===== src/design/kns_pkg.sv =====
// shared constants, types and series denominator functions of the kepler newton solver
`default_nettype none
package kns_pkg;

	localparam int PHI_W = 60;
	localparam int DEN_W = 9;
	localparam int TAYLOR_TERMS = 11;

	localparam logic signed [63:0] ONE_Q        = 64'sh0100_0000_0000_0000;
	localparam logic signed [63:0] TWO_PI_Q     = 64'sh0648_7ED5_110B_4612;
	localparam logic signed [63:0] HALF_PI_Q    = 64'sh0192_1FB5_4442_D184;
	localparam logic signed [63:0] QUARTER_PI_Q = 64'sh00C9_0FDA_A221_68C2;
	localparam logic signed [63:0] PSI_LIM      = 64'sh2000_0000_0000_0000;

	localparam logic [1:0] CFG_ECC   = 2'd0;
	localparam logic [1:0] CFG_TOL   = 2'd1;
	localparam logic [1:0] CFG_MAXIT = 2'd2;

	typedef struct packed {
		logic               start;
		logic signed [63:0] a;
		logic signed [63:0] b;
	} mul_req_t;

	typedef struct packed {
		logic        start;
		logic [63:0] n;
		logic [56:0] d;
	} div_req_t;

	function automatic logic [DEN_W-1:0] sin_den(input logic [3:0] n);
		logic [DEN_W-1:0] v;
		v = DEN_W'({5'd0, n, 1'b0} * {5'd0, n, 1'b1});
		return v;
	endfunction

	function automatic logic [DEN_W-1:0] cos_den(input logic [3:0] n);
		logic [DEN_W-1:0] v;
		v = DEN_W'(({5'd0, n, 1'b0} - 10'd1) * {5'd0, n, 1'b0});
		return v;
	endfunction

endpackage
`default_nettype wire


===== src/design/kns_queue.sv =====
// two-entry queue of reduced anomalies between front and back
`default_nettype none
module kns_queue (
	input  wire logic                            clk,
	input  wire logic                            arst_n,
	input  wire logic                            push,
	input  wire logic signed [kns_pkg::PHI_W-1:0] wdata,
	input  wire logic                            pop,
	output logic signed [kns_pkg::PHI_W-1:0]     rdata,
	output logic                                 full,
	output logic                                 empty
);

	logic signed [kns_pkg::PHI_W-1:0] ent_q [2];
	logic       wp_q;
	logic       rp_q;
	logic [1:0] cnt_q;

	assign full  = (cnt_q == 2'd2);
	assign empty = (cnt_q == 2'd0);
	assign rdata = ent_q[rp_q];

	always_ff @(posedge clk or negedge arst_n) begin
		if (!arst_n) begin
			wp_q  <= 1'b0;
			rp_q  <= 1'b0;
			cnt_q <= 2'd0;
		end else begin
			if (push) wp_q <= ~wp_q;
			if (pop) rp_q <= ~rp_q;
			if (push && !pop) cnt_q <= cnt_q + 2'd1;
			else if (pop && !push) cnt_q <= cnt_q - 2'd1;
		end
	end

	always_ff @(posedge clk) begin
		if (push) ent_q[wp_q] <= wdata;
	end

endmodule
`default_nettype wire


===== config.mk =====
export PLATFORM = sky130hd
export DESIGN_NAME = kns_queue
export DESIGN_NICKNAME = d
export VERILOG_FILES = /design/src/design/kns_pkg.sv /design/src/design/kns_queue.sv
export SDC_FILE = /design/constraint.sdc
export NUM_CORES = 1
export LEC_CHECK = 0
export ABC_AREA = 1
export BUFFER_PORTS_ARGS = -buffer_cell sky130_fd_sc_hd__buf_2
export CAP_MARGIN = 20
export CORE_MARGIN = 5
export CORE_UTILIZATION = 56
export DETAILED_ROUTE_END_ITERATION = 16
export PLACE_DENSITY = 0.9
export SYNTH_ARGS = -nofsm -noshare
export SYNTH_HDL_FRONTEND = slang
export SYNTH_SLANG_ARGS = --single-unit

===== constraint.sdc =====
create_clock -name clk -period 6.1 [get_ports clk]
set_clock_uncertainty 0.1 [all_clocks]
set_input_delay 1.22 -clock clk [delete_from_list [all_inputs] [get_ports clk]]
set_output_delay 1.22 -clock clk [all_outputs]
set_load 0.005 [all_outputs]

# --- Word-level counts from Yosys, hierarchy flattened ---
# Memories as Yosys holds them, arrays and structs flattened.
# Cells that the tools add are included.
# W data, S select, Z words.
word_totals:
  inputBits: 64
  memories: 1
  latchBits: 0
  rom_bits: 0
  output_inout_bits: 62
  ram_bits: 120
  ff_bits: 4
  wordCells: 19
classes:
  n_mul: 0
  n_reduce_logical: 6
  n_mux: 4
  shift: 0
  n_bitwise: 2
  n_eq_ne: 1
  magnitude_cmp: 0
  n_addsub: 2
  n_div: 0
mem_list:
  columns: ["name", "words", "width", "rd", "rd_ports_with_merged_regs", "wr", "line", "text"]
  rows:
  - ["ent_q", 2, 60, 1, 0, 1, "kns_queue.sv:14", "logic signed [kns_pkg::PHI_W-1:0] ent_q [2];"]
ops:
  columns: ["op", "n"]
  rows:
  - ["$mux W2", 2]
  - ["$add A2 B1 Y2 const B", 1]
  - ["$eq A2 B2 Y1 const B", 1]
  - ["$logic_and A1 B1 Y1", 2]
  - ["$logic_not A1 Y1", 2]
  - ["$logic_not A2 Y1", 1]
  - ["$mux W1", 2]
  - ["$not A1 Y1", 2]
  - ["$reduce_bool A2 Y1", 1]
  - ["$sub A2 B1 Y2 const B", 1]

# --- Logic depth before layout (Yosys ltp) ---
# Gate-level depths: netlist (run 1).
depth:
  ltp_word: 4
  mapped_depth: 7
  mapped_depth_nobuf: 7

# --- Least setup slack after synthesis (run 1) ---
# OpenSTA, ideal clock, no wires.
synth_timing:
  path_type: "in2reg"
  start: "input push"
  end: "memory ent_q[0][0] (netlist bit) (enable)"
  path_stages: 2
  setup_ps: 480
  path_slack_ps: 1743
  arrival_ps: 3777
  n_path_buf: 0
  required_ps: 5520
  path_cell_list: "inv_1 nor2_1"
synth_between:
  elab_chain_len: 2
synth_lines:
  columns: ["item", "line", "text"]
  rows:
  - ["from (decl)", "kns_queue.sv:6", "input wire logic push,"]
  - ["$mux W1", "kns_queue.sv:37", "if (push) ent_q[wp_q] <= wdata;"]
  - ["$mux W1 (implied by the code)", "kns_queue.sv:37", null]
  - ["to (decl)", "kns_queue.sv:14", null]
# Every way passes these cells.

# --- Final worst setup path (run 1) ---
layout_timing:
  start: "register rp_q"
  end: "output rdata[0] (netlist bit)"
layout_between:
  elab_chain_len: 1
layout_lines:
  columns: ["item", "line", "text"]
  rows:
  - ["from (decl)", "kns_queue.sv:16", "logic rp_q;"]
  - ["from (signal assigned)", "kns_queue.sv:30", "if (pop) rp_q <= ~rp_q;"]
  - ["$mem_v2 Z2 W60", null, null]
  - ["to (decl)", "kns_queue.sv:9", "output logic signed [kns_pkg::PHI_W-1:0] rdata,"]
# Every way passes these cells.

==> results of run 1 <==
[final timing paths]
check | cells past startpoint | from | end
worst max-delay path | 3 | rp_q | rdata[0]
worst min-delay path | 2 | cnt_q[1] | cnt_q[1]
worst max register to register | 3 | wp_q | ent_q[1][40]
worst min register to register | 2 | cnt_q[1] | cnt_q[1]
max in group asynchronous | 1 | arst_n | rp_q
min in group asynchronous | 1 | arst_n | cnt_q[0]
[worst register-to-register path, stage by stage (launching register included)]
cell	delay (ns)
dfrtp_1	0.42
nand2_1	0.08
inv_2	0.57
buf_4	0.48
[cells by family (layout without fill, tap and decap cells)]
logic type,after synthesis,after routing,synth area share (%)
xor gates and xnor gates,3,3,0.5432
adders and majority gates,1,1,0.2586
buffers and inverters,14,167,3.259
DFF,124,124,76.55
muxes,60,60,18.54
and+or+nand+nor,10,10,0.8534
[cell usage after synthesis (2+ instances only)]
master | count | area [sq um]
mux2_4 | 59 | 885.9
buf_12 | 6 | 120.1
dfrtp_1 | 4 | 100.1
edfxtp_1 | 120 | 3603
xor2_1 | 2 | 17.52
nor2_1 | 3 | 11.26
inv_1 | 7 | 26.28
nand2_1 | 5 | 18.77
[flip-flops by register name, indices dropped and copies added, names as in the netlist]
name,cells
rp_q,1
wp_q,1
cnt_q,2
ent_q,120
[power groups by stage]
stage                     combinational, mW  clock (mW)  sequential, mW
after floorplan                       0.610           0            1.19
after global placement                0.680           0            1.30
after detailed placement              0.691           0            1.31
after CTS                             0.695        1.07            1.29
after global routing                  0.798        1.11            1.26
final                                 0.742        1.05            1.23
[final cells by class]
cell class,count,area share (%)
clock buffer,17,6.728
clock inverter,15,3.577
timing repair buffer,128,10.85
inverter,7,0.4268
multi-input combinational,74,16.00
tap,108,2.195
sequential,124,60.22
[through the flow]
| stage | cells | power, mW | area [sq um] | utilization, % | hold WS (ns) |
|---|---|---|---|---|---|
| detailed placement | 440 | 2.001 | 5494 | 64.25 | 0.4024 |
| global route | 473 | 3.169 | 6156 | 71.99 | 0.3987 |
| floorplan | 212 | 1.804 | 4838 | - | 0.3631 |
| global placement | 440 | 1.975 | 5494 | 64.25 | 0.3768 |
| finish | 473 | 3.024 | 6156 | 71.99 | 0.4138 |
| CTS | 472 | 3.057 | 6128 | 71.67 | 0.3960 |
[routing by layer]
layer,part of all wire (%),up-vias,global-route usage (%)
met2,52,81,25.21
met4,1.2,0,5.677
met5,0,-,0
met1,39,1108,18.65
met3,6.9,11,5.616
li1,-,1111,-
==> results_dict.tcl, run 1 <==
set metrics [dict create \
    grt_usage_pct 15.33 \
    clockPowerShare_pct 34.7 \
    antenna_found_initial 0 \
    path_cells "buf_16 -> mux2_4 -> buf_2" \
    place_congestion 0.6689 \
    ant_nets 0 \
    status "complete, no violations" \
    vias 2311 \
    pwr-share-seq_pct 40.8 \
    detail_route.wl_per_cell_microns 16.39 \
    cts_setup_buffers 0 \
    synthesis.nets 277 \
    ys_seq_elements 124 \
    synth-async-reset-ratio_pct 3.226 \
    slowest_stage "dfrtp_4" \
    grt_pass1_vias 2418 \
    period_share_pct 55.37 \
    netSwitchingFraction_pct 24.63 \
    cts_root_buffer "clkbuf_8" \
    seqCellArea_sq_mm 0.003707 \
    drt_first_pass_iters 4 \
    synth_edf_count 120 \
    core-area_sq_mm 0.008551 \
    worst_slew_pin_slew_ns 0.7940 \
    rows 34 \
    drc 0 \
    preCtsSetupSlack_ns 3.060 \
    cts_tree "done" \
    min_path_type "reg -> reg" \
    synth-seq-area-share_pct 76.55 \
    min_period_ns 3.378 \
    synthCells 212 \
    final_cell_mix "buf_2, edfxtp_1, mux2_4" \
    fp.dieW_microns 103.0 \
    die_h_microns 103.0 \
    cpLargestDelayFamily "flip-flops" \
    start_util_pct 56.58 \
    max_cap_violations 0 \
    cpPeakStageDelay_ns 0.76 \
    power.density_mw_per_mm2 491.3 \
    grt_first_pass_wirelength_microns 11780 \
    vdd_ir_drop_max_uv 364.8 \
    p_switching_mw 0.7448 \
    grt_overflow_total 0 \
    criticalPathCategory "reg -> out" \
    cts_htree_levels 4 \
    finalSetupTns_ns 0 \
    path_buf_inv 2 \
    p_leak_nw 2.554 \
    grt_max_degree 62 \
    power.internal_mw 2.279 \
    clkTransAtPathRegs_ns 0.06 \
    antenna_cells 0 \
    clkLatencyLatePin_ns 0.49 \
    holdBufCountCts 0 \
    drive_above_1_share_pct 60.55 \
    clock_path_buffers 2 \
    finalSetupViolations 0 \
    cp.required_ns 4.78 \
    avgViaCountPerCell 4.886 \
    hold_violations 0 \
    clock-sinks 124 \
    die-area_sq_mm 0.01060 \
    cp-start-kind "register" \
    rsz0062_at_grt "false" \
    layout_commonest_cell "buf_2" \
    endpoint_kind "primary output" \
    syn_area_sq_mm 0.004838 \
    port-buffer-count 125 \
    nFillCells 519 \
    wirelength_microns 7751 \
    final_nets 417 \
    synth_cell_types 14 \
    io_pins 126 \
    syn_avg_cell_area_sq_um 22.82 \
    cp.arrival_ns 2.06 \
    pwr-share-comb_pct 24.5 \
    yosys_most_used_dff "edfxtp_1" \
    max_slew_margin_pct 46.99 \
    cts_buffers 17 \
    dr.first_iter.drc_count 76 \
    worst_slack_ns 2.722 \
    rrSetupSlack_ns 4.10 \
    crit_fanout 34 \
    multi_input_area_sq_um 984.7 \
    slew_violations 0 \
    place_hpwl_microns 5151 \
    post_cts_resize_count 0 \
    fmax_ghz 0.2960 \
    syn2layout_area_growth_pct 27.23 \
    yosysWarnings 0 \
]
No activity file was read; power rests on OpenSTA's default activity.
==> inputs of run 2 (changes only) <==
--- a/config.mk
+++ b/config.mk
@@ -9,9 +9,9 @@
 export BUFFER_PORTS_ARGS = -buffer_cell sky130_fd_sc_hd__buf_2
 export CAP_MARGIN = 20
 export CORE_MARGIN = 5
-export CORE_UTILIZATION = 56
+export CORE_UTILIZATION = 47
 export DETAILED_ROUTE_END_ITERATION = 16
-export PLACE_DENSITY = 0.9
+export PLACE_DENSITY = 0.81
 export SYNTH_ARGS = -nofsm -noshare
 export SYNTH_HDL_FRONTEND = slang
 export SYNTH_SLANG_ARGS = --single-unit
==> constraint.sdc (replaced) <==
create_clock -name clk -period 2.7 [get_ports clk]
set_clock_uncertainty 0.1 [all_clocks]
set_input_delay 0.54 -clock clk [delete_from_list [all_inputs] [get_ports clk]]
set_output_delay 0.54 -clock clk [all_outputs]
set_load 0.005 [all_outputs]
==> run 2 against run 1 <==
Net effect: sequential cell count stayed put; final cell count is 7.0% higher; count of clock-buffer cells in the layout is 5 higher; non-clock buffer count is 5 higher; sequential power is 120% higher; critical path type unchanged; register-to-register slack worse by 3.1 ns.
==> results_dict.tcl, run 2 (same netlist as run 1, synthesis figures left out) <==
set metrics [dict create \
    status "complete, no violations" \
    period_share_pct 92.90 \
    cts_htree_levels 4 \
    cts_root_buffer "clkbuf_8" \
    cpLargestDelayFamily "flip-flops" \
    place_hpwl_microns 5729 \
    cp.arrival_ns 1.87 \
    grt_overflow_total 0 \
    rsz0062_at_grt "false" \
    crit_end "rdata[35]" \
    worst_slew_pin_slew_ns 0.6113 \
    dr.first_iter.drc_count 98 \
    vias 2402 \
    clkTransAtPathRegs_ns 0.06 \
    cts_tree "done" \
    max_cap_violations 0 \
    layout_commonest_cell "buf_2" \
    grt_first_pass_wirelength_microns 13310 \
    port-buffer-count 125 \
    drc 0 \
    die_h_microns 111.5 \
    antenna_found_initial 1 \
    min_period_ns 2.508 \
    p_leak_nw 2.593 \
    clkLatencyLatePin_ns 0.49 \
    reg_top3 "ent_q x120, cnt_q x2" \
    cpPeakStageDelay_ns 0.59 \
    drive_above_1_share_pct 61.35 \
    postPlaceCellArea_sq_mm 0.005609 \
    cts_buffers 17 \
    max_slew_margin_pct 59.15 \
    wirelength_microns 8371 \
    fp.dieW_microns 111.5 \
    largest_reg_flops 120 \
    grt_pass1_vias 2641 \
    vdd_ir_drop_max_uv 561.5 \
    io_pins 126 \
    power.density_mw_per_mm2 1107 \
    min_path_type "in -> reg" \
    cp-start-kind "register" \
    utilization_pct 61.63 \
    fmax_ghz 0.3987 \
    path_buf_inv 2 \
    drt_first_pass_iters 4 \
    finalSetupTns_ns 0 \
    finalNonFillerCells 506 \
    fin_area_sq_mm 0.006277 \
    grt_max_degree 39 \
    syn2layout_area_growth_pct 29.74 \
    cp-startpoint "rp_q" \
    ant_nets 0 \
    cp.depth 3 \
    r2r_cells 3 \
    largest-register "ent_q" \
    rows 37 \
    finalSetupViolations 0 \
    rrSetupSlack_ns 1.03 \
    crit_fanout 13 \
    avgViaCountPerCell 4.747 \
    grt_usage_pct 13.99 \
    endpoint_kind "primary output" \
    clock_path_buffers 2 \
    slew_violations 0 \
    place_inst 472 \
    path_cells "buf_4 -> mux2_4 -> buf_2" \
    hold_violations 0 \
    reg2reg_to "ent_q[1][1]" \
    core-area_sq_mm 0.01018 \
    die-area_sq_mm 0.01242 \
    clock-sinks 124 \
    final_cell_mix "buf_2, edfxtp_1, mux2_4" \
    start_util_pct 47.51 \
    criticalPathCategory "reg -> out" \
    power_mw 6.949 \
    place_congestion 0.7033 \
    antenna_cells 0 \
    detail_route.wl_per_cell_microns 16.54 \
    slowest_stage "dfrtp_4" \
    final_nets 422 \
    cp.required_ns 2.06 \
    r2r-start "wp_q" \
]
-- run 2: changes by cell type in the layout (fill, tap and decap cells not counted) --
cell,before,now
buf_12,0,4
buf_16,1,0
buf_8,0,1
bufinv_16,5,4
clkbuf_8,1,6
clkinv_1,2,0
clkinv_2,1,2
clkinv_4,2,0
clkinvlp_4,3,4
dlygate4sd3_1,0,1
inv_6,2,0
-- run 2: per-layer routing --
| metal | global-route usage [%] | vias to the layer above | wire length [microns] |
|---|---|---|---|
| li1 | - | 1114 | - |
| met4 | 5.515 | 2 | 116 |
| met3 | 6.196 | 12 | 534 |
| met1 | 15.09 | 1196 | 3243 |
| met5 | 0 | - | 13 |
| met2 | 24.17 | 78 | 4462 |
-- run 2: what timing repair did --
| action | in CTS | in global routing |
|---|---|---|
| hold buffers | 1 | 0 |
| setup endpoints to repair | 2 | 0 |
| buffers inserted | 1 | 0 |
| resized for setup | 0 | 0 |
| endpoints found under the hold margin | 4 | 0 |
-- run 2: power breakdown --
group	switching [mW]	internal [mW]	total (mW)
Combinational	0.772	1.06	1.83
Clock	0.775	1.62	2.39
Sequential	0.165	2.56	2.73
-- run 2: worst min-delay path by stage --
| stage | start | slack (ns) | endpoint | cells after the start |
|---|---|---|---|---|
| 6_report | wdata[8] | 0.13 | ent_q[1][8] | 1 |
| 5_1_grt | wdata[10] | 0.09 | ent_q[1][10] | 1 |
| 4_1_cts | wdata[43] | 0.10 | ent_q[1][43] | 1 |
| 3_5_place_dp | arst_n | 0.25 | cnt_q[1] | 1 |
| 3_3_place_gp | arst_n | 0.25 | cnt_q[1] | 1 |
| 2_1_floorplan | arst_n | 0.14 | cnt_q[0] | 0 |
-- run 2: layout make-up --
class / count / area [sq um]
well taps: 136 / 170.2
fillers: 769 / 3908
repair buffers: 133 / 745.7
multi-input cells: 74 / 984.7
clock inverters: 10 / 160.2
clock buffers: 22 / 483.0
flip-flops and latches: 124 / 3707
inverters: 7 / 26.28
-- run 2: through the flow --
stage | setup slack [ns] | hold WS (ns)
6_report | 0.1918 | 0.1315
4_1_cts | 0.1439 | 0.1021
3_5_place_dp | 0.5328 | 0.2507
5_1_grt | 0.1015 | 0.09194
3_3_place_gp | 0.5735 | 0.2475
2_1_floorplan | 0.06022 | 0.1444
