### config.mk
export PLATFORM = sky130hd
export DESIGN_NAME = kns_front
export DESIGN_NICKNAME = d
export VERILOG_FILES = /design/src/design/kns_pkg.sv /design/src/design/kns_front.sv
export SDC_FILE = /design/constraint.sdc
export NUM_CORES = 1
export LEC_CHECK = 0
export BUFFER_PORTS_ARGS = -buffer_cell sky130_fd_sc_hd__buf_2
export CAP_MARGIN = 5
export CORE_MARGIN = 2
export CORE_UTILIZATION = 25
export CTS_BUF_LIST = sky130_fd_sc_hd__clkbuf_4 sky130_fd_sc_hd__clkbuf_8
export DETAILED_ROUTE_END_ITERATION = 12
export PLACE_DENSITY_LB_ADDON = 0.15
export SLEW_MARGIN = 40
export SYNTH_ARGS = -nofsm -noshare
export SYNTH_HDL_FRONTEND = slang
export SYNTH_SLANG_ARGS = --single-unit
### constraint.sdc
create_clock -name clk -period 5 [get_ports clk]
set_input_delay 1 -clock clk [delete_from_list [all_inputs] [get_ports clk]]
set_output_delay 1 -clock clk [all_outputs]
set_load 0.03 [all_outputs]
### src/design/kns_pkg.sv
// shared constants, types and series denominator functions of the kepler newton solver
`default_nettype none
package kns_pkg;

	localparam int PHI_W = 60;
	localparam int DEN_W = 9;
	localparam int TAYLOR_TERMS = 11;

	localparam logic signed [63:0] ONE_Q        = 64'sh0100_0000_0000_0000;
	localparam logic signed [63:0] TWO_PI_Q     = 64'sh0648_7ED5_110B_4612;
	localparam logic signed [63:0] HALF_PI_Q    = 64'sh0192_1FB5_4442_D184;
	localparam logic signed [63:0] QUARTER_PI_Q = 64'sh00C9_0FDA_A221_68C2;
	localparam logic signed [63:0] PSI_LIM      = 64'sh2000_0000_0000_0000;

	localparam logic [1:0] CFG_ECC   = 2'd0;
	localparam logic [1:0] CFG_TOL   = 2'd1;
	localparam logic [1:0] CFG_MAXIT = 2'd2;

	typedef struct packed {
		logic               start;
		logic signed [63:0] a;
		logic signed [63:0] b;
	} mul_req_t;

	typedef struct packed {
		logic        start;
		logic [63:0] n;
		logic [56:0] d;
	} div_req_t;

	function automatic logic [DEN_W-1:0] sin_den(input logic [3:0] n);
		logic [DEN_W-1:0] v;
		v = DEN_W'({5'd0, n, 1'b0} * {5'd0, n, 1'b1});
		return v;
	endfunction

	function automatic logic [DEN_W-1:0] cos_den(input logic [3:0] n);
		logic [DEN_W-1:0] v;
		v = DEN_W'(({5'd0, n, 1'b0} - 10'd1) * {5'd0, n, 1'b0});
		return v;
	endfunction

endpackage
`default_nettype wire

### src/design/kns_front.sv
// front end: takes mean anomalies and reduces them modulo two pi
`default_nettype none
module kns_front (
	input  wire logic                            clk,
	input  wire logic                            arst_n,
	input  wire logic                            start,
	input  wire logic signed [31:0]              mean_anomaly,
	output logic                                 busy,
	input  wire logic                            full,
	output logic                                 push,
	output logic signed [kns_pkg::PHI_W-1:0]     phi
);

	typedef enum logic [2:0] {
		F_IDLE = 3'b001,
		F_RED  = 3'b010,
		F_PUSH = 3'b100
	} fstate_t;

	fstate_t     state_q;
	logic        neg_q;
	logic [63:0] dvd_q;
	logic [2:0]  j_q;
	logic [63:0] step_c;
	logic [31:0] mag_c;
	logic [kns_pkg::PHI_W-1:0] rem_c;

	assign busy   = (state_q != F_IDLE);
	assign push   = (state_q == F_PUSH) && !full;
	assign step_c = 64'(kns_pkg::TWO_PI_Q) << j_q;
	assign mag_c  = mean_anomaly[31] ? (~mean_anomaly + 32'd1) : mean_anomaly;
	assign rem_c  = {1'b0, dvd_q[kns_pkg::PHI_W-2:0]};
	assign phi    = neg_q ? -$signed(rem_c) : $signed(rem_c);

	always_ff @(posedge clk or negedge arst_n) begin
		if (!arst_n) begin
			state_q <= F_IDLE;
		end else begin
			unique case (state_q)
				F_IDLE: if (start) state_q <= F_RED;
				F_RED:  if (j_q == 3'd0) state_q <= F_PUSH;
				F_PUSH: if (!full) state_q <= F_IDLE;
				default: state_q <= F_IDLE;
			endcase
		end
	end

	always_ff @(posedge clk) begin
		if (state_q == F_IDLE && start) begin
			neg_q <= mean_anomaly[31];
			dvd_q <= {mag_c, 32'd0};
			j_q   <= 3'd5;
		end else if (state_q == F_RED) begin
			if (dvd_q >= step_c) dvd_q <= dvd_q - step_c;
			if (j_q != 3'd0) j_q <= j_q - 3'd1;
		end
	end

endmodule
`default_nettype wire

Yosys cells after proc, flatten, opt, wreduce, memory -nomap -nowiden:

Index checks and enable logic that the tools add are counted.

* register bits: 71
* word-level logic and storage cells: 39
* bits of input ports: 36

* order comparisons: 1
* add/sub/neg operators: 4
* bitwise logic cells: 1
* shifts and indexed selects: 1
* eq/ne operators: 7
* multiplexer cells: 9
* reductions and logical operators: 11

Operator list (count)
* $mux 64: 3
* $ge 64x64->1: 1
* $shl 59x3->64 const A: 1
* $sub 64x64->64: 1
* $mux 60: 1
* $neg 59->60: 1
* $add 32x1->32 const B: 1
* $mux 32: 1
* $not 32->32: 1
* $mux 3: 3
* $pmux 3 s3: 1
* $ne 2x2->1 const B: 3
* $reduce_and 2->1: 3
* $reduce_bool 2->1: 2
* $eq 3x1->1 const B: 1
* $eq 3x2->1 const B: 1
* $eq 3x3->1 const B: 1
* $logic_not 3->1: 1
* $ne 3x1->1 const B: 1
* $reduce_and 3->1: 1
* $reduce_bool 3->1: 1
* $sub 3x1->3 const B: 1
* $logic_and 1x1->1: 2
* $logic_not 1->1: 1

Logic depth before layout (Yosys ltp):

Gate-level depths: netlist (run 1).

* depth after elaboration: 5
* mapped depth: 20

Worst setup path before layout (run 1):

OpenSTA, ideal clock, no wires.

* path type: register to register
* start point: register j_q[1]
* end point: register dvd_q[32] (enable)
* arrival time: 4153 ps
* library setup time: 387 ps
* path slack: 460 ps
* cell stages (with the launch flop): 16
* path through: dfxtp_1 -> inv_1 -> ha_1 -> clkbuf_1 -> nor2b_1 -> a21oi_1 -> ha_1 -> nand4_1 -> o221ai_1 -> o21ai_1 -> o311ai_0 -> nand3b_1 -> a2111oi_0 -> o41ai_2 -> and2_1 -> inv_1

* word-level cells in the longest chain between the ends: 4

RTL lines
* from (decl): RTL line kns_front.sv:23 `logic [2:0] j_q;`
* from (signal assigned): RTL line kns_front.sv:55 `if (j_q != 3'd0) j_q <= j_q - 3'd1;`
* $shl 59x3->64: RTL line kns_front.sv:30 `assign step_c = 64'(kns_pkg::TWO_PI_Q) << j_q;`
* $ge 64x64->1: RTL line kns_front.sv:54 `if (dvd_q >= step_c) dvd_q <= dvd_q - step_c;`
* $reduce_bool 2->1 (no source line)
* $reduce_and 2->1 (no source line)
* to (signal assigned): RTL line kns_front.sv:51 `dvd_q <= {mag_c, 32'd0};`
* to (signal assigned): RTL line kns_front.sv:54
* to (decl): RTL line kns_front.sv:22 `logic [63:0] dvd_q;`

No other way between the ends.
A chain may end at the register's enable or synchronous reset.

Worst setup path after layout (run 1):

* start point: register dvd_q[14]
* end point: output phi[55] (netlist name)

* word-level cells in the longest chain between the ends: 2

RTL lines
* $neg 59->60: RTL line kns_front.sv:33 `assign phi = neg_q ? -$signed(rem_c) : $signed(rem_c);`
* $mux 60: RTL line kns_front.sv:33
* to (decl): RTL line kns_front.sv:11 `output logic signed [kns_pkg::PHI_W-1:0] phi`

No other way between the ends.

==> flow_metrics.tcl, run 1 <==
set metrics [dict create \
    startpoint_type "register" \
    ys_seq_area_share_pct 19.6 \
    drtAntennaViolNets 0 \
    io_pins 98 \
    crit_start "dvd_q[14]" \
    fin_area_um2 10300 \
    r2r_setup_slack_ps 360 \
    cts_sinks 70 \
    tightest_slew_ps 637 \
    synthTopCellsByArea "edfxtp_1 (11%), ha_1 (9.6%), xnor2_1 (9.5%)" \
    setup_viol 0 \
    nets 1385 \
    met1_length_um 16700 \
    gp_congestion 0.904 \
    synth_top_area_cell "edfxtp_1" \
    synthArstFlopShare_pct 4.29 \
    cp_max_fo 5 \
    cts_hold_buffers 0 \
    syn_area_per_cell_um2 7.42 \
    grt_pass1_vias 8733 \
    die_w_um 193 \
    drive_gt1_share_pct 15.0 \
    drc 0 \
    drv_cap 0 \
    synth_cell_types 73 \
    min_period_ps 4860 \
    reg2regPathDepth 16 \
    syn2layout_area_growth_pct 15.6 \
    grt_max_degree 68 \
    grt_pass1_wl_um 52100 \
    ys.flop_type "dfxtp_1" \
    wl_met3_um 1240 \
    start_util_pct 25.2 \
    period_share_pct 97.1 \
    worstSkewPairLatency_ps 390 \
    wire_per_inst_um 19.5 \
    dr.pass1.iters 5 \
    hpwl_um 28000 \
    ys_ff_latch 70 \
    antenna_found_initial 0 \
    grt.overflow.total 0 \
    antennaDiodeCount 0 \
    cts_tree "done" \
    slew_violations 0 \
    top_layer_used "met4" \
    clk_path_buf_depth 2 \
    r2r_start "j_q[0]" \
    clkTransAtPathRegs_ps 90 \
    track_usage_pct 18.4 \
    core_um2 35300 \
    cts_made_buffers 9 \
    fin_ws_ps 144 \
    setup_tns_ps 0 \
    dieHeight_um 193 \
    vias 9113 \
    outcome "complete, no violations" \
    layout_commonest_cell "o21ai_0" \
    synthesis.area_um2 8900 \
    hold_class "in -> async" \
    synth-edff-count 33 \
    synth_top_cell_area_share_pct 11.1 \
    dpl_cell_area_um2 10000 \
    netlist_instances 1199 \
    htreeDepth 3 \
    routed_via_density 5.22 \
    wl_met2_um 15300 \
    dp_slack_ps -238 \
    layout_common_cells "o21ai_0 (111), nand2_1 (104), a21oi_1 (100)" \
    maxSlewHeadroom_pct 56.3 \
    num_rows 69 \
    max_freq_ghz 0.206 \
    criticalPathCategory "reg -> out" \
    wl_um 34100 \
    root_buffer "clkbuf_8" \
    finalClockSkew_ps 12.5 \
    holdWs_ps 383 \
    yosys_warnings 0 \
    arrival_ps 3860 \
    drt_iter0_drc 644 \
    rsz0062_at_grt "no" \
    cp.required_ps 4000 \
    die_area_um2 37100 \
    r2r_end "dvd_q[60]" \
    syn_nets 1303 \
    hold_viol 0 \
    port_buffers 96 \
    end_kind "output pin" \
]
## final cells by class
class	instances	area (um2)
fillers	3872	25000
multi-input cells	1020	6820
flip-flops and latches	70	1750
repair buffers	135	788
well taps	461	577
inverters	45	169
clock buffers	9	124
clock inverters	7	56.3
## synthesized netlist by cell type (all sizes together), types with 16 or more instances
cell type	n
clkbuf	52
edfxtp	33
nand3	50
a21o	26
o22ai	28
xnor2	96
ha	68
nor2	82
or3	22
xor2	51
nor3	16
o31ai	28
nand4	26
nand2	105
inv	45
a21oi	102
o21ai	115
nand2b	17
dfxtp	34
o21bai	16
## per-stage QoR
| stage | util (%) | instances |
|---|---|---|
| 3_5_place_dp | 28.3 | 1728 |
| 2_1_floorplan | - | 1199 |
| 5_1_grt | 29.1 | 1747 |
| 4_1_cts | 28.9 | 1744 |
| 3_3_place_gp | 28.3 | 1728 |
| 6_report | 29.1 | 1747 |
## kinds of logic after synthesis
kind of cell,share of synthesized area (%)
AO/OA/AOI/OAI,28.2
AND/OR/NAND/NOR,22.0
XOR/XNOR,14.5
buffers and inverters,4.80
adder cells (fa/ha/maj),10.0
flip-flops,19.6
multiplexers,0.844
other,0.0421
## routing by layer
layer	global-route usage (%)	vias to the layer above
met1	25.5	4286
met3	2.36	40
li1	-	4589
met5	0	-
met2	29.2	198
met4	6.31	0
## how the worst max path moves through the flow
stage | to | slack, ps | cells past startpoint
6_report | phi[55] | 140 | 10
4_1_cts | phi[56] | 6 | 10
3_3_place_gp | dvd_q[63] | -120 | 17
5_1_grt | phi[55] | 30 | 10
3_5_place_dp | dvd_q[63] | -240 | 17
2_1_floorplan | dvd_q[32] | 460 | 15
## worst max-delay path, stage by stage (launching register included)
cell and delay, ps:
dfxtp_1 380, or2_4 270, or4_1 470, or3_4 400, or3_4 400, or3_4 390
or2_4 290, or3_1 370, o21ai_1 170, xnor2_1 130, buf_4 180
## what timing repair did
item | 4_1_cts | 5_1_grt
pin swaps | 0 | 1
setup endpoints to repair | 9 | 37
hold endpoints to repair | 0 | 0
resized for setup | 6 | 17
setup buffers | 0 | 3
## sequential cells by signal, indices dropped and copies added, names as in the netlist
name,flops
j_q,3
state_q,3
neg_q,1
dvd_q,63
Power of run 1 is left out: the tool's default activity adds up to more than one toggle a clock period on the data nets, which glitch-free logic cannot reach.
==> inputs of run 2 (changes only) <==
==> constraint.sdc (replaced) <==
create_clock -name clk -period 5.59 [get_ports clk]
set_input_delay 1.118 -clock clk [delete_from_list [all_inputs] [get_ports clk]]
set_output_delay 1.118 -clock clk [all_outputs]
set_load 0.03 [all_outputs]
==> run 2 against run 1 <==
Against the previous run: worst setup slack improved by 190 ps; register-to-register slack got worse by 30 ps; flip-flop and latch count unchanged; non-clock buffer count decreased by 23; cell area decreased by 2.2%; wire length decreased by 1.2%; first-iteration DRC count increased by 3.6%; via count increased by 0.21%.
==> flow_metrics.tcl, run 2 (same netlist as run 1, synthesis figures left out) <==
set metrics [dict create \
    hold_viol 0 \
    fin_cells 1724 \
    period_share_pct 94.0 \
    cts_resized 0 \
    outcome "complete, no violations" \
    antenna_found_initial 0 \
    grt_pass1_vias 8622 \
    drc 0 \
    vias 9132 \
    num_rows 69 \
    layout_common_cells "o21ai_0 (112), nand2_1 (104), a21oi_1 (102)" \
    gp_congestion 0.883 \
    worstSkewPairLatency_ps 390 \
    cts_made_buffers 9 \
    cts_tree "done" \
    maxSlewHeadroom_pct 52.1 \
    top_layer_used "met4" \
    cts_hold_buffers 0 \
    drive_gt1_share_pct 11.9 \
    grt_max_degree 99 \
    cts_sinks 70 \
    core_um2 35300 \
    routed_via_density 5.30 \
    hpwl_um 27400 \
    met1_length_um 16300 \
    wl_met2_um 15200 \
    cp_num_buf_inv 3 \
    arrival_ps 5370 \
    placedCellCount 1708 \
    port_buffers 96 \
    nets 1362 \
    slew_violations 0 \
    wire_per_inst_um 19.6 \
    wl_um 33700 \
    layout_commonest_cell "o21ai_0" \
    setup_viol 0 \
    htreeDepth 3 \
    cp_slowest_cell "or4b_2" \
    cp.required_ps 5700 \
    setup_tns_ps 0 \
    dieHeight_um 193 \
    hold_class "in -> async" \
    io_pins 98 \
    clkTransAtPathRegs_ps 90 \
    cp_max_fo 10 \
    criticalPathCategory "reg -> reg" \
    startpoint_type "register" \
    grt_pass1_wl_um 52000 \
    wl_met3_um 1370 \
    finalClockSkew_ps 20.7 \
    root_buffer "clkbuf_8" \
    min_period_ps 5260 \
    die_w_um 193 \
    drv_cap 0 \
    tightest_slew_ps 698 \
    drtAntennaViolNets 0 \
    end_kind "register" \
    cts_setup_buffers 0 \
    max_stage_delay_ps 650 \
    largest_reg_flops 63 \
    die_area_um2 37100 \
    track_usage_pct 18.3 \
    crit_family "simple AND/OR/NAND/NOR gates" \
    rsz0062_at_grt "no" \
    max_freq_ghz 0.190 \
    start_util_pct 25.2 \
    path_cells "inv_1 > ha_1 > inv_1 > nor2_1 > nor2_1 > ha_1 > nand2_1 > a221oi_1 > a2111oi_0 > buf_4 > nor4_1 > o21ai_0 > nand2_1 > a21oi_1 > or4b_2 > o21ai_0 > o22ai_1" \
    syn2layout_area_growth_pct 13.1 \
    top_regs "dvd_q x63, j_q x3, state_q x3" \
    grt.overflow.total 0 \
    drt_iter0_drc 667 \
    largest-register "dvd_q" \
    antennaDiodeCount 0 \
    clk_path_buf_depth 2 \
    dr.pass1.iters 5 \
]
==> run 2: cell types whose count changed in the layout (fill, tap and decap cells not counted), moves of 3 or more <==
| cell | previous run | this run |
|---|---|---|
| or2_4 | 3 | 0 |
| or2_1 | 1 | 4 |
| or3_1 | 14 | 18 |
| or3_4 | 8 | 4 |
| buf_4 | 39 | 14 |
| clkinvlp_4 | 4 | 0 |
==> run 2: stage by stage <==
stage / hold WS [ps] / utilization [%] / area, um2 / worst slack, ps
4_1_cts: 489 / 28.5 / 10100 / 321
2_1_floorplan: 480 / - / 8900 / 1050
5_1_grt: 489 / 28.5 / 10100 / 85.5
3_5_place_dp: 519 / 27.9 / 9860 / 358
6_report: 505 / 28.5 / 10100 / 334
3_3_place_gp: 523 / 27.9 / 9860 / 559
==> run 2: path summary, 6_finish.rpt <==
kind / from / endpoint / slack [ps] / cells past startpoint
setup / recovery: j_q[0] / dvd_q[43] / 330 / 17
hold / removal: arst_n / state_q[2] / 510 / 1
setup reg to reg: j_q[0] / dvd_q[43] / 330 / 17
hold reg to reg: dvd_q[2] / dvd_q[2] / 520 / 2
max in group asynchronous: arst_n / state_q[0] / 4890 / 1
min in group clk: dvd_q[2] / dvd_q[2] / 520 / 2
==> run 2: area by class of cell <==
cell class | instances | area [um2]
multi-input cells | 1020 | 6740
clock inverters | 5 | 57.6
repair buffers | 112 | 626
well taps | 461 | 577
inverters | 45 | 169
flip-flops and latches | 70 | 1750
fillers | 3917 | 25200
clock buffers | 11 | 145
==> run 2: layer usage <==
layer / up-vias / GRT usage [%]
li1: 4555 / -
met1: 4316 / 25.8
met2: 227 / 29.3
met3: 34 / 1.58
met4: 0 / 5.61
met5: - / 0
Power of run 2 is left out for the same reason.
==> inputs of run 3 (changes only) <==
--- a/config.mk
+++ b/config.mk
@@ -10,6 +10,7 @@
 export CORE_MARGIN = 2
 export CORE_UTILIZATION = 25
 export CTS_BUF_LIST = sky130_fd_sc_hd__clkbuf_4 sky130_fd_sc_hd__clkbuf_8
+export CTS_CLUSTER_DIAMETER = 80
 export DETAILED_ROUTE_END_ITERATION = 12
 export PLACE_DENSITY_LB_ADDON = 0.15
 export SLEW_MARGIN = 40
==> constraint.sdc (replaced) <==
create_clock -name clk -period 5.59 [get_ports clk]
set_input_delay 0.2795 -clock clk [delete_from_list [all_inputs] [get_ports clk]]
set_output_delay 0.2795 -clock clk [all_outputs]
set_load 0.03 [all_outputs]
==> run 3 against run 2 <==
Against the previous run: cell count is 0.12% higher; via count is 0.81% higher; die area stayed put; fmax is 1.2% higher; clock skew hardly changed; critical path depth is 3 lower; worst setup slack better by 61 ps; first-iteration DRC count is 9.3% higher; wire length hardly changed; largest cell class unchanged.
==> flow_metrics.tcl, run 3 (same netlist as run 1, synthesis figures left out) <==
set metrics [dict create \
    outcome "complete, no violations" \
    worstSkewPairLatency_ps 390 \
    r2r_end "dvd_q[55]" \
    max_freq_ghz 0.192 \
    cp_slowest_cell "a2111oi_0" \
    maxSlewHeadroom_pct 43.2 \
    hold_depth 3 \
    port_buffers 96 \
    criticalPathCategory "reg -> reg" \
    slew_violations 0 \
    layout_common_cells "o21ai_0 (111), nand2_1 (104), a21oi_1 (102)" \
    dr.pass1.iters 6 \
    min-delay-start "full" \
    drt_iter0_drc 729 \
    wire_per_inst_um 19.5 \
    dieHeight_um 193 \
    busiest_layer "met2" \
    hold_viol 0 \
    r2r_start "j_q[0]" \
    grtUsageMet1_pct 25.8 \
    drc 0 \
    min_period_ps 5190 \
    holdWs_ps 173 \
    setup_tns_ps 0 \
    arrival_ps 5220 \
    min_to "state_q[2]" \
    finalClockSkew_ps 20.5 \
    vias 9206 \
    wl_um 33700 \
    grtUsageMet3_pct 1.76 \
    rsz0062_at_grt "no" \
    max_stage_delay_ps 810 \
    grt_max_degree 99 \
    htreeDepth 3 \
    gp_congestion 0.869 \
    n_fill_cell 3871 \
    cp_max_fo 32 \
    period_share_pct 92.9 \
    antenna_found_initial 2 \
    top_regs "dvd_q x63, j_q x3, state_q x3" \
    cts_setup_buffers 0 \
    root_buffer "clkbuf_8" \
    fin_cells 1726 \
    layout_commonest_cell "o21ai_0" \
    routed_via_density 5.33 \
    cts_made_buffers 9 \
    grt.overflow.total 0 \
    cp_num_buf_inv 3 \
    placedCellCount 1707 \
    drtAntennaViolNets 0 \
    grt_pass1_vias 8709 \
    cts_tree "done" \
    die_w_um 193 \
    drv_cap 0 \
    largest-register "dvd_q" \
    cts_sinks 70 \
    syn2layout_area_growth_pct 12.7 \
    r2r_setup_slack_ps 400 \
    start_util_pct 25.2 \
    io_pins 98 \
    grt_pass1_wl_um 51500 \
    crit_family "compound AO/OA/AOI/OAI gates" \
    core_um2 35300 \
    nets 1362 \
    clk_path_buf_depth 2 \
    path_cells "inv_1 > ha_1 > or2_2 > ha_1 > nand4_1 > o221ai_1 > o21ai_1 > o311ai_0 > nand3b_1 > a2111oi_0 > o41ai_4 > and2_1 > inv_1 > buf_4" \
    hpwl_um 27300 \
    track_usage_pct 18.2 \
    cp.required_ps 5610 \
    startpoint_type "register" \
    setup_viol 0 \
    num_rows 69 \
    drive_gt1_share_pct 11.7 \
    tightest_slew_ps 830 \
    end_kind "register" \
    clkTransAtPathRegs_ps 90 \
    largest_reg_flops 63 \
    hold_class "in -> reg" \
    reg2regPathDepth 14 \
    die_area_um2 37100 \
    grt_use_met2_pct 28.9 \
]
==> run 3: cell count changes in the layout (fill, tap and decap cells not counted), sizes merged <==
cell and delta:
buf -1, bufinv -1, diode +2, dlygate4sd3 +1, clkinvlp +2, clkbuf +1, clkinv -1, inv -1
==> run 3: worst min-delay path, stage by stage <==
cell      delay (ps)
buf_2            110
nand3b_1          70
a21oi_1           60
==> run 3: per-stage QoR <==
| stage | worst slack [ps] | util [%] | area, um2 |
|---|---|---|---|
| after CTS | 265 | 28.4 | 10000 |
| after global routing | 59.5 | 28.4 | 10000 |
| after global placement | 486 | 27.9 | 9840 |
| final | 395 | 28.4 | 10000 |
| after detailed placement | 307 | 27.9 | 9840 |
| after floorplan | 1050 | - | 8900 |
==> run 3: worst max-delay path by stage <==
| stage | startpoint | end | slack, ps | depth (start not counted) |
|---|---|---|---|---|
| 2_1_floorplan | j_q[1] | dvd_q[32] | 1050 | 15 |
| 5_1_grt | j_q[0] | dvd_q[43] | 60 | 17 |
| 4_1_cts | j_q[0] | dvd_q[47] | 260 | 16 |
| 3_3_place_gp | j_q[0] | dvd_q[60] | 490 | 16 |
| 3_5_place_dp | j_q[0] | dvd_q[57] | 310 | 16 |
| 6_report | j_q[0] | dvd_q[55] | 400 | 14 |
==> run 3: cell type report <==
class | count | area [um2] | share of cell area, %
Antenna cell | 2 | 5.00 | 0.0499
Clock buffer | 12 | 153 | 1.52
Clock inverter | 4 | 23.8 | 0.237
Inverter | 45 | 169 | 1.68
Multi-Input combinational cell | 1020 | 6740 | 67.2
Sequential cell | 70 | 1750 | 17.4
Tap cell | 461 | 577 | 5.75
Timing Repair Buffer | 112 | 616 | 6.14
==> run 3: what timing repair did <==
item / 4_1_cts / 5_1_grt
gates resized for setup: 0 / 1
endpoints found under the setup margin: 0 / 33
endpoints found under the hold margin: 3 / 0
hold buffers: 1 / 0
==> run 3: layer usage <==
metal | wire, um | vias to the layer above
met2 | 15200 | 251
met3 | 1280 | 29
met1 | 16600 | 4381
met5 | 0 | -
li1 | - | 4545
met4 | 624 | 0
Power of run 3 is left out for the same reason.
